**src/hw/rtl/cqsm_pkg.sv**
```systemverilog
// ---------------------------------------------------------------------------
// cqsm_pkg
// Request codes and controller/datapath handshake types for the queue unit.
// ---------------------------------------------------------------------------
`default_nettype none

package cqsm_pkg;

  localparam logic [1:0] REQ_ADD    = 2'd0;
  localparam logic [1:0] REQ_REMOVE = 2'd1;
  localparam logic [1:0] REQ_SEARCH = 2'd2;

  localparam int OCC_W  = 7;
  localparam int WORD_W = 32;

  // Commands from the controller to the datapath
  typedef struct packed {
    logic accept;    // latch a new request, clear result flags
    logic exec;      // perform add/remove, start search
    logic scan;      // one search step
    logic mid_rd;    // read lower-middle word
    logic mid_cap;   // capture lower-middle word
    logic load_out;  // move result into output register
  } cqsm_cmd_t;

  // Status from the datapath to the controller
  typedef struct packed {
    logic scan_start; // search on a non-empty queue
    logic scan_done;  // every stored word has been read
    logic out_free;   // output register can take a result
  } cqsm_sts_t;

endpackage

`default_nettype wire

```
**src/hw/rtl/cqsm_req_if.sv**
```systemverilog
// ---------------------------------------------------------------------------
// cqsm_req_if
// Request channel: request kind and word, valid/ready handshake.
// ---------------------------------------------------------------------------
`default_nettype none

interface cqsm_req_if;
  logic               valid;
  logic               ready;
  logic [1:0]         req_type;
  logic signed [31:0] item_value;

  modport source (output valid, output req_type, output item_value, input ready);
  modport sink   (input valid, input req_type, input item_value, output ready);
endinterface

`default_nettype wire

```
**src/hw/rtl/cqsm_rsp_if.sv**
```systemverilog
// ---------------------------------------------------------------------------
// cqsm_rsp_if
// Result channel: one result per request, valid/ready handshake.
// ---------------------------------------------------------------------------
`default_nettype none

interface cqsm_rsp_if;
  logic               valid;
  logic               ready;
  logic               ok;
  logic signed [31:0] removed_value;
  logic               found;
  logic [6:0]         occupancy;
  logic signed [31:0] middle_value;

  modport source (output valid, output ok, output removed_value, output found,
                  output occupancy, output middle_value, input ready);
  modport sink   (input valid, input ok, input removed_value, input found,
                  input occupancy, input middle_value, output ready);
endinterface

`default_nettype wire

```
**src/hw/rtl/cqsm_ctrl.sv**
```systemverilog
// ---------------------------------------------------------------------------
// cqsm_ctrl
// Sequencer: accept, execute, search walk, middle read, result hand-off.
// ---------------------------------------------------------------------------
`default_nettype none

module cqsm_ctrl (
  input  wire logic              clk,
  input  wire logic              rst,
  input  wire logic              in_valid,
  output logic                   in_ready,
  input  wire cqsm_pkg::cqsm_sts_t sts,
  output cqsm_pkg::cqsm_cmd_t    cmd
);
  import cqsm_pkg::*;

  localparam logic [2:0] S_IDLE     = 3'd0;
  localparam logic [2:0] S_EXEC     = 3'd1;
  localparam logic [2:0] S_SCAN     = 3'd2;
  localparam logic [2:0] S_MID_RD   = 3'd3;
  localparam logic [2:0] S_MID_WAIT = 3'd4;
  localparam logic [2:0] S_DONE     = 3'd5;

  logic [2:0] state;
  logic [2:0] state_next;

  // Next state and commands
  always_comb begin
    state_next = state;
    cmd        = '0;
    in_ready   = 1'b0;
    case (state)
      S_IDLE: begin
        in_ready = 1'b1;
        if (in_valid) begin
          cmd.accept = 1'b1;
          state_next = S_EXEC;
        end
      end
      S_EXEC: begin
        cmd.exec   = 1'b1;
        state_next = sts.scan_start ? S_SCAN : S_MID_RD;
      end
      S_SCAN: begin
        cmd.scan = 1'b1;
        if (sts.scan_done) begin
          state_next = S_MID_RD;
        end
      end
      S_MID_RD: begin
        cmd.mid_rd = 1'b1;
        state_next = S_MID_WAIT;
      end
      S_MID_WAIT: begin
        cmd.mid_cap = 1'b1;
        state_next  = S_DONE;
      end
      S_DONE: begin
        if (sts.out_free) begin
          cmd.load_out = 1'b1;
          state_next   = S_IDLE;
        end
      end
      default: begin
        state_next = S_IDLE;
      end
    endcase
  end

  // State register
  always_ff @(posedge clk) begin
    if (rst) begin
      state <= S_IDLE;
    end else begin
      state <= state_next;
    end
  end

endmodule

`default_nettype wire

```
**src/hw/rtl/cqsm_datapath.sv**
```systemverilog
// ---------------------------------------------------------------------------
// cqsm_datapath
// Word memory, head/tail pointers, count, search compare and result register.
// ---------------------------------------------------------------------------
`default_nettype none

module cqsm_datapath #(
  parameter int QUEUE_DEPTH = 64
) (
  input  wire logic                 clk,
  input  wire logic                 rst,
  input  wire cqsm_pkg::cqsm_cmd_t  cmd,
  output cqsm_pkg::cqsm_sts_t       sts,
  input  wire logic [1:0]           req_type,
  input  wire logic signed [31:0]   item_value,
  input  wire logic                 out_ready,
  output logic                      out_valid,
  output logic                      ok,
  output logic signed [31:0]        removed_value,
  output logic                      found,
  output logic [6:0]                occupancy,
  output logic signed [31:0]        middle_value
);
  import cqsm_pkg::*;

  localparam int PTR_W = (QUEUE_DEPTH > 1) ? $clog2(QUEUE_DEPTH) : 1;
  localparam int CNT_W = $clog2(QUEUE_DEPTH + 1);
  localparam logic [PTR_W:0]   DEPTH_X  = (PTR_W + 1)'(QUEUE_DEPTH);
  localparam logic [PTR_W-1:0] LAST_PTR = PTR_W'(QUEUE_DEPTH - 1);
  localparam logic [CNT_W-1:0] FULL_CNT = CNT_W'(QUEUE_DEPTH);

  logic signed [WORD_W-1:0] mem [QUEUE_DEPTH];
  logic signed [WORD_W-1:0] rdata;

  logic [1:0]               req_q;
  logic signed [WORD_W-1:0] val_q;
  logic [PTR_W-1:0]         head;
  logic [PTR_W-1:0]         tail;
  logic [CNT_W-1:0]         count;
  logic [CNT_W-1:0]         scan_k;
  logic                     ok_q;
  logic signed [WORD_W-1:0] removed_q;
  logic                     found_q;
  logic signed [WORD_W-1:0] middle_q;
  logic                     rm_pend;
  logic                     scan_pend;

  logic                     is_full;
  logic                     is_empty;
  logic                     do_add;
  logic                     do_remove;
  logic                     scan_issue;
  logic                     mid_issue;
  logic                     rd_en;
  logic [PTR_W-1:0]         rd_addr;
  logic [CNT_W-1:0]         cnt_m1;
  logic [PTR_W-1:0]         mid_off;

  // Pointer plus offset, both below the depth, folded back into range
  function automatic logic [PTR_W-1:0] wrap_add(input logic [PTR_W-1:0] base,
                                                input logic [PTR_W-1:0] off);
    logic [PTR_W:0] sum;
    sum = {1'b0, base} + {1'b0, off};
    if (sum >= DEPTH_X) begin
      sum = sum - DEPTH_X;
    end
    return sum[PTR_W-1:0];
  endfunction

  function automatic logic [PTR_W-1:0] ptr_inc(input logic [PTR_W-1:0] p);
    return (p == LAST_PTR) ? '0 : p + 1'b1;
  endfunction

  // Decode the current request against queue state
  always_comb begin
    is_full    = (count == FULL_CNT);
    is_empty   = (count == '0);
    do_add     = cmd.exec && (req_q == REQ_ADD) && !is_full;
    do_remove  = cmd.exec && (req_q == REQ_REMOVE) && !is_empty;
    scan_issue = cmd.scan && (scan_k != count);
    mid_issue  = cmd.mid_rd && !is_empty;
    cnt_m1     = count - 1'b1;
    mid_off    = PTR_W'(cnt_m1 >> 1);
    rd_en      = do_remove || scan_issue || mid_issue;
    if (scan_issue) begin
      rd_addr = wrap_add(head, scan_k[PTR_W-1:0]);
    end else if (mid_issue) begin
      rd_addr = wrap_add(head, mid_off);
    end else begin
      rd_addr = head;
    end
  end

  assign sts.scan_start = (req_q == REQ_SEARCH) && !is_empty;
  assign sts.scan_done  = (scan_k == count);
  assign sts.out_free   = !out_valid || out_ready;

  // Word memory: one write port, one registered read port
  always_ff @(posedge clk) begin
    if (do_add) begin
      mem[tail] <= val_q;
    end
    if (rd_en) begin
      rdata <= mem[rd_addr];
    end
  end

  // Request latch, result flags and captured words
  always_ff @(posedge clk) begin
    if (cmd.accept) begin
      req_q     <= req_type;
      val_q     <= item_value;
      ok_q      <= 1'b0;
      removed_q <= '0;
      found_q   <= 1'b0;
    end
    if (do_add || do_remove) begin
      ok_q <= 1'b1;
    end
    if (cmd.exec) begin
      scan_k <= '0;
    end else if (scan_issue) begin
      scan_k <= scan_k + 1'b1;
    end
    if (scan_pend && (rdata == val_q)) begin
      found_q <= 1'b1;
    end
    if (cmd.mid_rd && rm_pend) begin
      removed_q <= rdata;
    end
    if (cmd.mid_cap) begin
      middle_q <= is_empty ? '0 : rdata;
    end
  end

  // Pointers, count and read-tracking flags
  always_ff @(posedge clk) begin
    if (rst) begin
      head      <= '0;
      tail      <= '0;
      count     <= '0;
      rm_pend   <= 1'b0;
      scan_pend <= 1'b0;
    end else begin
      rm_pend   <= do_remove;
      scan_pend <= scan_issue;
      if (do_add) begin
        tail  <= ptr_inc(tail);
        count <= count + 1'b1;
      end
      if (do_remove) begin
        head  <= ptr_inc(head);
        count <= count - 1'b1;
      end
    end
  end

  // Output register: hold until taken
  always_ff @(posedge clk) begin
    if (rst) begin
      out_valid <= 1'b0;
    end else if (cmd.load_out) begin
      out_valid <= 1'b1;
    end else if (out_ready) begin
      out_valid <= 1'b0;
    end
  end

  always_ff @(posedge clk) begin
    if (cmd.load_out) begin
      ok            <= ok_q;
      removed_value <= removed_q;
      found         <= found_q;
      occupancy     <= OCC_W'(count);
      middle_value  <= middle_q;
    end
  end

endmodule

`default_nettype wire

```
**src/hw/rtl/circular_queue_search_middle_unit.sv**
```systemverilog
// ---------------------------------------------------------------------------
// circular_queue_search_middle_unit
// Circular FIFO of signed words with add, remove-oldest and search requests.
// ---------------------------------------------------------------------------
// Each accepted request returns exactly one result carrying the outcome, the
// count after the step and the lower-middle stored word (offset (count-1)/2
// from the head, 0 when empty). Words sit in a single-port-read memory of
// QUEUE_DEPTH entries; every word read goes through its registered read port,
// one word per cycle. Add, remove, unused codes and a search on an empty
// queue go from acceptance via execute, middle read and capture to the
// result load, which waits while the output holds an untaken result; a
// non-empty search reads each stored word once, then compares the last;
// a new request is taken in the cycle after the load, while that result
// may still wait at the output. No clearing pass is needed after reset.
// ---------------------------------------------------------------------------
`default_nettype none

module circular_queue_search_middle_unit #(
  parameter int QUEUE_DEPTH = 64
) (
  input  wire logic  clk,
  input  wire logic  rst,
  cqsm_req_if.sink   req,
  cqsm_rsp_if.source rsp
);
  import cqsm_pkg::*;

  cqsm_cmd_t cmd;
  cqsm_sts_t sts;

  cqsm_ctrl u_ctrl (
    .clk      (clk),
    .rst      (rst),
    .in_valid (req.valid),
    .in_ready (req.ready),
    .sts      (sts),
    .cmd      (cmd)
  );

  cqsm_datapath #(
    .QUEUE_DEPTH (QUEUE_DEPTH)
  ) u_datapath (
    .clk           (clk),
    .rst           (rst),
    .cmd           (cmd),
    .sts           (sts),
    .req_type      (req.req_type),
    .item_value    (req.item_value),
    .out_ready     (rsp.ready),
    .out_valid     (rsp.valid),
    .ok            (rsp.ok),
    .removed_value (rsp.removed_value),
    .found         (rsp.found),
    .occupancy     (rsp.occupancy),
    .middle_value  (rsp.middle_value)
  );

endmodule

`default_nettype wire

```
**src/flat_wrapper.sv**
```systemverilog
// flat-port wrapper written by rule: the top's interface ports become plain ports
module circular_queue_search_middle_unit_flat import cqsm_pkg::*;
#(
  parameter int QUEUE_DEPTH = 64
)
  (clk, rst, req_valid, req_req_type, req_item_value, req_ready, rsp_valid, rsp_ok, rsp_removed_value, rsp_found, rsp_occupancy, rsp_middle_value, rsp_ready);
  cqsm_req_if req_i ();
  cqsm_rsp_if rsp_i ();
  input  wire logic clk;
  input  wire logic rst;
  input wire logic [$bits(req_i.valid)-1:0] req_valid;
  input wire logic [$bits(req_i.req_type)-1:0] req_req_type;
  input wire logic [$bits(req_i.item_value)-1:0] req_item_value;
  output wire logic [$bits(req_i.ready)-1:0] req_ready;
  output wire logic [$bits(rsp_i.valid)-1:0] rsp_valid;
  output wire logic [$bits(rsp_i.ok)-1:0] rsp_ok;
  output wire logic [$bits(rsp_i.removed_value)-1:0] rsp_removed_value;
  output wire logic [$bits(rsp_i.found)-1:0] rsp_found;
  output wire logic [$bits(rsp_i.occupancy)-1:0] rsp_occupancy;
  output wire logic [$bits(rsp_i.middle_value)-1:0] rsp_middle_value;
  input wire logic [$bits(rsp_i.ready)-1:0] rsp_ready;
  assign req_i.valid = req_valid;
  assign req_i.req_type = req_req_type;
  assign req_i.item_value = req_item_value;
  assign req_ready = req_i.ready;
  assign rsp_valid = rsp_i.valid;
  assign rsp_ok = rsp_i.ok;
  assign rsp_removed_value = rsp_i.removed_value;
  assign rsp_found = rsp_i.found;
  assign rsp_occupancy = rsp_i.occupancy;
  assign rsp_middle_value = rsp_i.middle_value;
  assign rsp_i.ready = rsp_ready;
  circular_queue_search_middle_unit #(.QUEUE_DEPTH(QUEUE_DEPTH)) u_core (.clk(clk), .rst(rst), .req(req_i), .rsp(rsp_i));
endmodule
```
**config.mk**
```make
export PLATFORM = sky130hd
export DESIGN_NAME = circular_queue_search_middle_unit_flat
export DESIGN_NICKNAME = d
export VERILOG_FILES = /design/src/hw/rtl/cqsm_pkg.sv /design/src/hw/rtl/cqsm_req_if.sv /design/src/hw/rtl/cqsm_rsp_if.sv /design/src/hw/rtl/cqsm_ctrl.sv /design/src/hw/rtl/cqsm_datapath.sv /design/src/hw/rtl/circular_queue_search_middle_unit.sv /design/src/flat_wrapper.sv
export SDC_FILE = /design/constraint.sdc
export NUM_CORES = 2
export LEC_CHECK = 0
export BUFFER_PORTS_ARGS = -buffer_cell sky130_fd_sc_hd__buf_2
export CORE_ASPECT_RATIO = 1.4
export CORE_MARGIN = 2
export CORE_UTILIZATION = 42
export CTS_CLUSTER_DIAMETER = 200
export CTS_CLUSTER_SIZE = 10
export DETAILED_ROUTE_END_ITERATION = 10
export GPL_TIMING_DRIVEN = 0
export MAX_ROUTING_LAYER = met4
export PLACE_DENSITY = 0.62
export SKIP_LAST_GASP = 1
export SYNTH_ARGS = -nofsm -noshare
export SYNTH_HDL_FRONTEND = slang
export SYNTH_SLANG_ARGS = --single-unit
```
**constraint.sdc**
```tcl
create_clock -name clk -period 4.9 [get_ports clk]
set_input_delay 0.49 -clock clk [delete_from_list [all_inputs] [get_ports clk]]
set_output_delay 0.49 -clock clk [all_outputs]
set_load 0.005 [all_outputs]
```
==> summary.txt <==
======================================================================================
Period utilisation layout                                                        1.027
Final max-slew violation count                                                       0
Fill cell total of the finished layout                                           17010
Seq pwr share                                                                    0.496
Antenna violations before repair                                                    40
Nets in the synthesized netlist                                                   5846
Share of synthesized registers carrying an async set or reset                        0
Setup TNS                                                                   -0.5936 ns
Die H                                                                     548.7 microns
Boundary Pins                                                                      113
Wire length of the first global-routing pass                                  426.2 mm
Total clock buffers created by CTS                                                 270
P_leak                                                                        37.21 nW
Vias in the first global route                                                   54180
Endpoint arrival time on the critical path                                     5.57 ns
Post-Route Hold Slack                                                       0.02684 ns
Worst setup SP type                                                          flip-flop
Slew HR                                                                         0.1454
Failing checks                                                            setup timing
Vias per std cell                                                                6.078
Area used by multi-input combinational logic                               21150 sq um
Type of the tightest min-delay check                                      input port to flip-flop
Layout area overhead                                                            20.84%
Clock sink count                                                                  2285
Switch share                                                                    0.2578
Internal power                                                                34.97 mW
Number of levels the H-tree was split into                                           5
Total routed wirelength                                                       314.7 mm
Weighted congestion reported at the end of routability-driven placement          1.054
Max Fclk                                                                     198.7 MHz
Starting density of the core                                                    0.4231
Worst Path Max Fanout                                                               11
Number of enable flip-flop cells after synthesis                                  2251
Pin slew with the least headroom to its limit                                 1.282 ns
Global routing usage summed across all routing layers                           0.2959
Result of the run                                                         complete, but fails checks
Fraction of the yosys area taken by sequential cells                            0.7670
Routed via count                                                                 56670
Power consumption                                                             47.11 mW
Dpl hpwl                                                                      224.1 mm
Clk slew on worst S/H paths                                                    0.06 ns
Worst setup EP type                                                          flip-flop
Count of yosys warnings during synthesis                                             0
Source-to-sink clock delay at the later pin of the worst-skew pair             0.85 ns
Time the final worst path needs with I/O delays and setup                     5.032 ns
Distinct cell type count after synthesis                                            67
Maximum number of pins on one net before global-route repair                        40
Area share of the largest cell type after synthesis                             0.7594
Proportion of power drawn by the clock network                                   0.371
Final number of setup-violating endpoints                                           14
Routed wirelength normalized by instance count                            33.75 microns
Total standard cell area after synthesis                                   89010 sq um
Most common flop cell mapped by yosys                                         edfxtp_1
# DRC                                                                                0
Power per cell area                                                       438.0 nW/um^2
RSZ-0062 raised after global routing                                              true
Core Region                                                               210400 sq um
First-pass detailed-route iteration total                                            8
Number of cells produced by synthesis                                             5791
Overall die area                                                          215700 sq um
Worst slack, placed                                                          -1.939 ns
Max-cap violation count                                                              0
Clock tree from TritonCTS                                                        built
Max Clock Skew                                                              0.04187 ns
Required arrival time at the worst endpoint                                    5.44 ns
Sequential Area                                                            68280 sq um
Total congestion overflow after global routing                                       0
Slack of the critical path                                                  -0.1319 ns
Category of the most critical setup path                                  flip-flop to flip-flop
Maximum root-to-sink buffer count                                                    4
Post-synthesis cell type with the largest combined area                       edfxtp_1
Share of final-layout standard cells stronger than drive strength 1             0.1830
DIE WIDTH                                                                 393.1 microns
Post-synthesis register bit count                                                 2285
PortBufs                                                                           112
Relative contribution of combinational cells to total power                      0.132
DRT iter0 DRCs                                                                    8279
Std cell rows                                                                      199
Synthesized area per cell                                                  15.37 sq um
Root Buffer                                                                  clkbuf_16
Power dissipated by switching net loads                                       12.15 mW
Reg-to-reg setup timing slack                                                 -0.13 ns
Maximum VDD drop                                                              256.5 uV
Antenna-violating nets left                                                          0
Biggest area contributors in the synthesized netlist                      edfxtp_1, mux2i_1, nand2_1
Fin nets                                                                          6452
Number of endpoints with negative hold slack in the final report                     0
======================================================================================
path summary, 6_finish.rpt:
check                                                     from                                 end  cells after the start
worst max-delay path                u_core.u_datapath.count[0]          u_core.u_datapath.rdata[9]                     14
worst min register to register  u_core.u_datapath.middle_q[11]  u_core.u_datapath.middle_value[11]                      0
worst min-delay path                                       rst              u_core.u_ctrl.state[2]                      3
worst max register to register      u_core.u_datapath.count[0]          u_core.u_datapath.rdata[9]                     14
placed cells by master, fill, tap and decap left out, types with 20 or more instances in the layout:
master,Yosys,final
edfxtp_1,2251,2251
nand2_1,1030,1029
mux2i_1,455,449
a21oi_1,410,388
nand3_1,305,304
clkbuf_16,0,276
buf_2,108,196
o221ai_1,152,138
clkbuf_1,177,112
o22ai_1,97,96
buf_16,0,96
buf_12,0,70
nor2_4,0,67
diode_2,0,66
buf_4,22,64
clkbuf_2,0,50
nor2_1,117,48
nor4_2,0,47
a31oi_1,43,39
clkbuf_4,0,39
xnor2_1,39,38
and3_1,36,36
dlygate4sd3_1,0,35
and2_1,34,34
nor4_1,104,33
dfxtp_1,34,32
mux4_2,31,31
xor2_1,28,27
nor4_4,1,25
or4_1,28,25
mux2_2,24,23
buf_6,13,23
nor3_2,0,23
nor3_4,0,22
nor3_1,65,20
power groups by stage:
stage | sequential [mW] | combinational [mW] | clock (mW)
floorplan | 24.1 | 1.84 | 0
global placement | 25.2 | 3.35 | 0
detailed placement | 23.8 | 5.78 | 0
CTS | 23.4 | 5.97 | 17.6
global route | 23.4 | 6.35 | 18.2
finish | 23.4 | 6.23 | 17.5
layout make-up:
| type | instances | share of cell area |
|---|---|---|
| antenna | 66 | 0.001535 |
| timing repair buffer | 336 | 0.04799 |
| sequential | 2285 | 0.6347 |
| buffer | 348 | 0.01894 |
| tap | 2814 | 0.03273 |
| multi-input combinational | 3146 | 0.1967 |
| clock inverter | 17 | 0.001931 |
| clock buffer | 301 | 0.06508 |
| inverter | 10 | 0.0003839 |
routing by layer:
layer  GRT usage  share of wire  vias up
met5           -              0        -
met4      0.2228          0.087        0
met3     0.06650           0.11      942
met2      0.4526           0.46     3901
met1      0.3401           0.34    28420
li1            -              -    23400
Yosys cell counts, drive strengths merged (10+ instances only):
cell type / n
ha: 15
o22ai: 97
dfxtp: 34
o311ai: 10
a21oi: 412
o21ai: 11
nor4: 105
mux2: 25
inv: 10
nor2: 117
o221ai: 152
a31oi: 43
nor3: 65
or4: 28
mux4: 31
nand3: 305
buf: 173
nand2: 1031
clkbuf: 177
xor2: 28
nand4: 12
or3: 11
mux2i: 456
o31ai: 18
edfxtp: 2251
and2: 35
xnor2: 39
and3: 36
kinds of logic after synthesis:
kind of cell    after synthesis  synth area share
mux                         512           0.06247
compound gates              783           0.05510
buf+inv                     360           0.01872
flops                      2285            0.7670
xor+xnor                     67          0.006592
simple gates               1767           0.08754
fa+ha+maj                    17          0.002558
metrics by stage:
stage          instances    util  instance area (sq um)
2_1_floorplan       5791       -                  89010
3_3_place_gp        8717  0.4425                  93100
3_5_place_dp        8896  0.4649                  97800
4_1_cts             9256  0.5083                 107000
5_1_grt             9312  0.5111                 107500
6_report            9323  0.5113                 107600
critical path, cell delays in order (launching register included):
cell     delay (ns)
dfxtp_2        0.39
inv_1          0.09
ha_1           0.32
inv_1          0.08
ha_1           0.23
fa_1           0.63
mux2i_2        0.17
mux2i_4        0.41
buf_8          0.25
buf_4          0.33
mux2i_1        0.23
o22ai_1        0.16
nor4_2         0.58
nor3_4         0.20
or4_1          0.64
flip-flops by register name (all words and copies together), names as in the netlist, 7 cells and up:
| signal | cells |
|---|---|
| u_core.u_datapath.rdata | 32 |
| u_core.u_datapath.removed_q | 32 |
| u_core.u_datapath.count | 7 |
| u_core.u_datapath.removed_value | 32 |
| u_core.u_datapath.val_q | 32 |
| u_core.u_datapath.mem | 2048 |
| u_core.u_datapath.occupancy | 7 |
| u_core.u_datapath.scan_k | 7 |
| u_core.u_datapath.middle_q | 32 |
| u_core.u_datapath.middle_value | 32 |
what timing repair did:
action | in CTS | in global routing
gates resized for setup | 377 | 129
pin swaps | 6 | 5
buffers inserted | 9 | 1
endpoints found under the setup margin | 32 | 32
endpoints found under the hold margin | 35 | 0
hold buffers | 35 | 0
No activity file was read; power rests on OpenSTA's default activity.
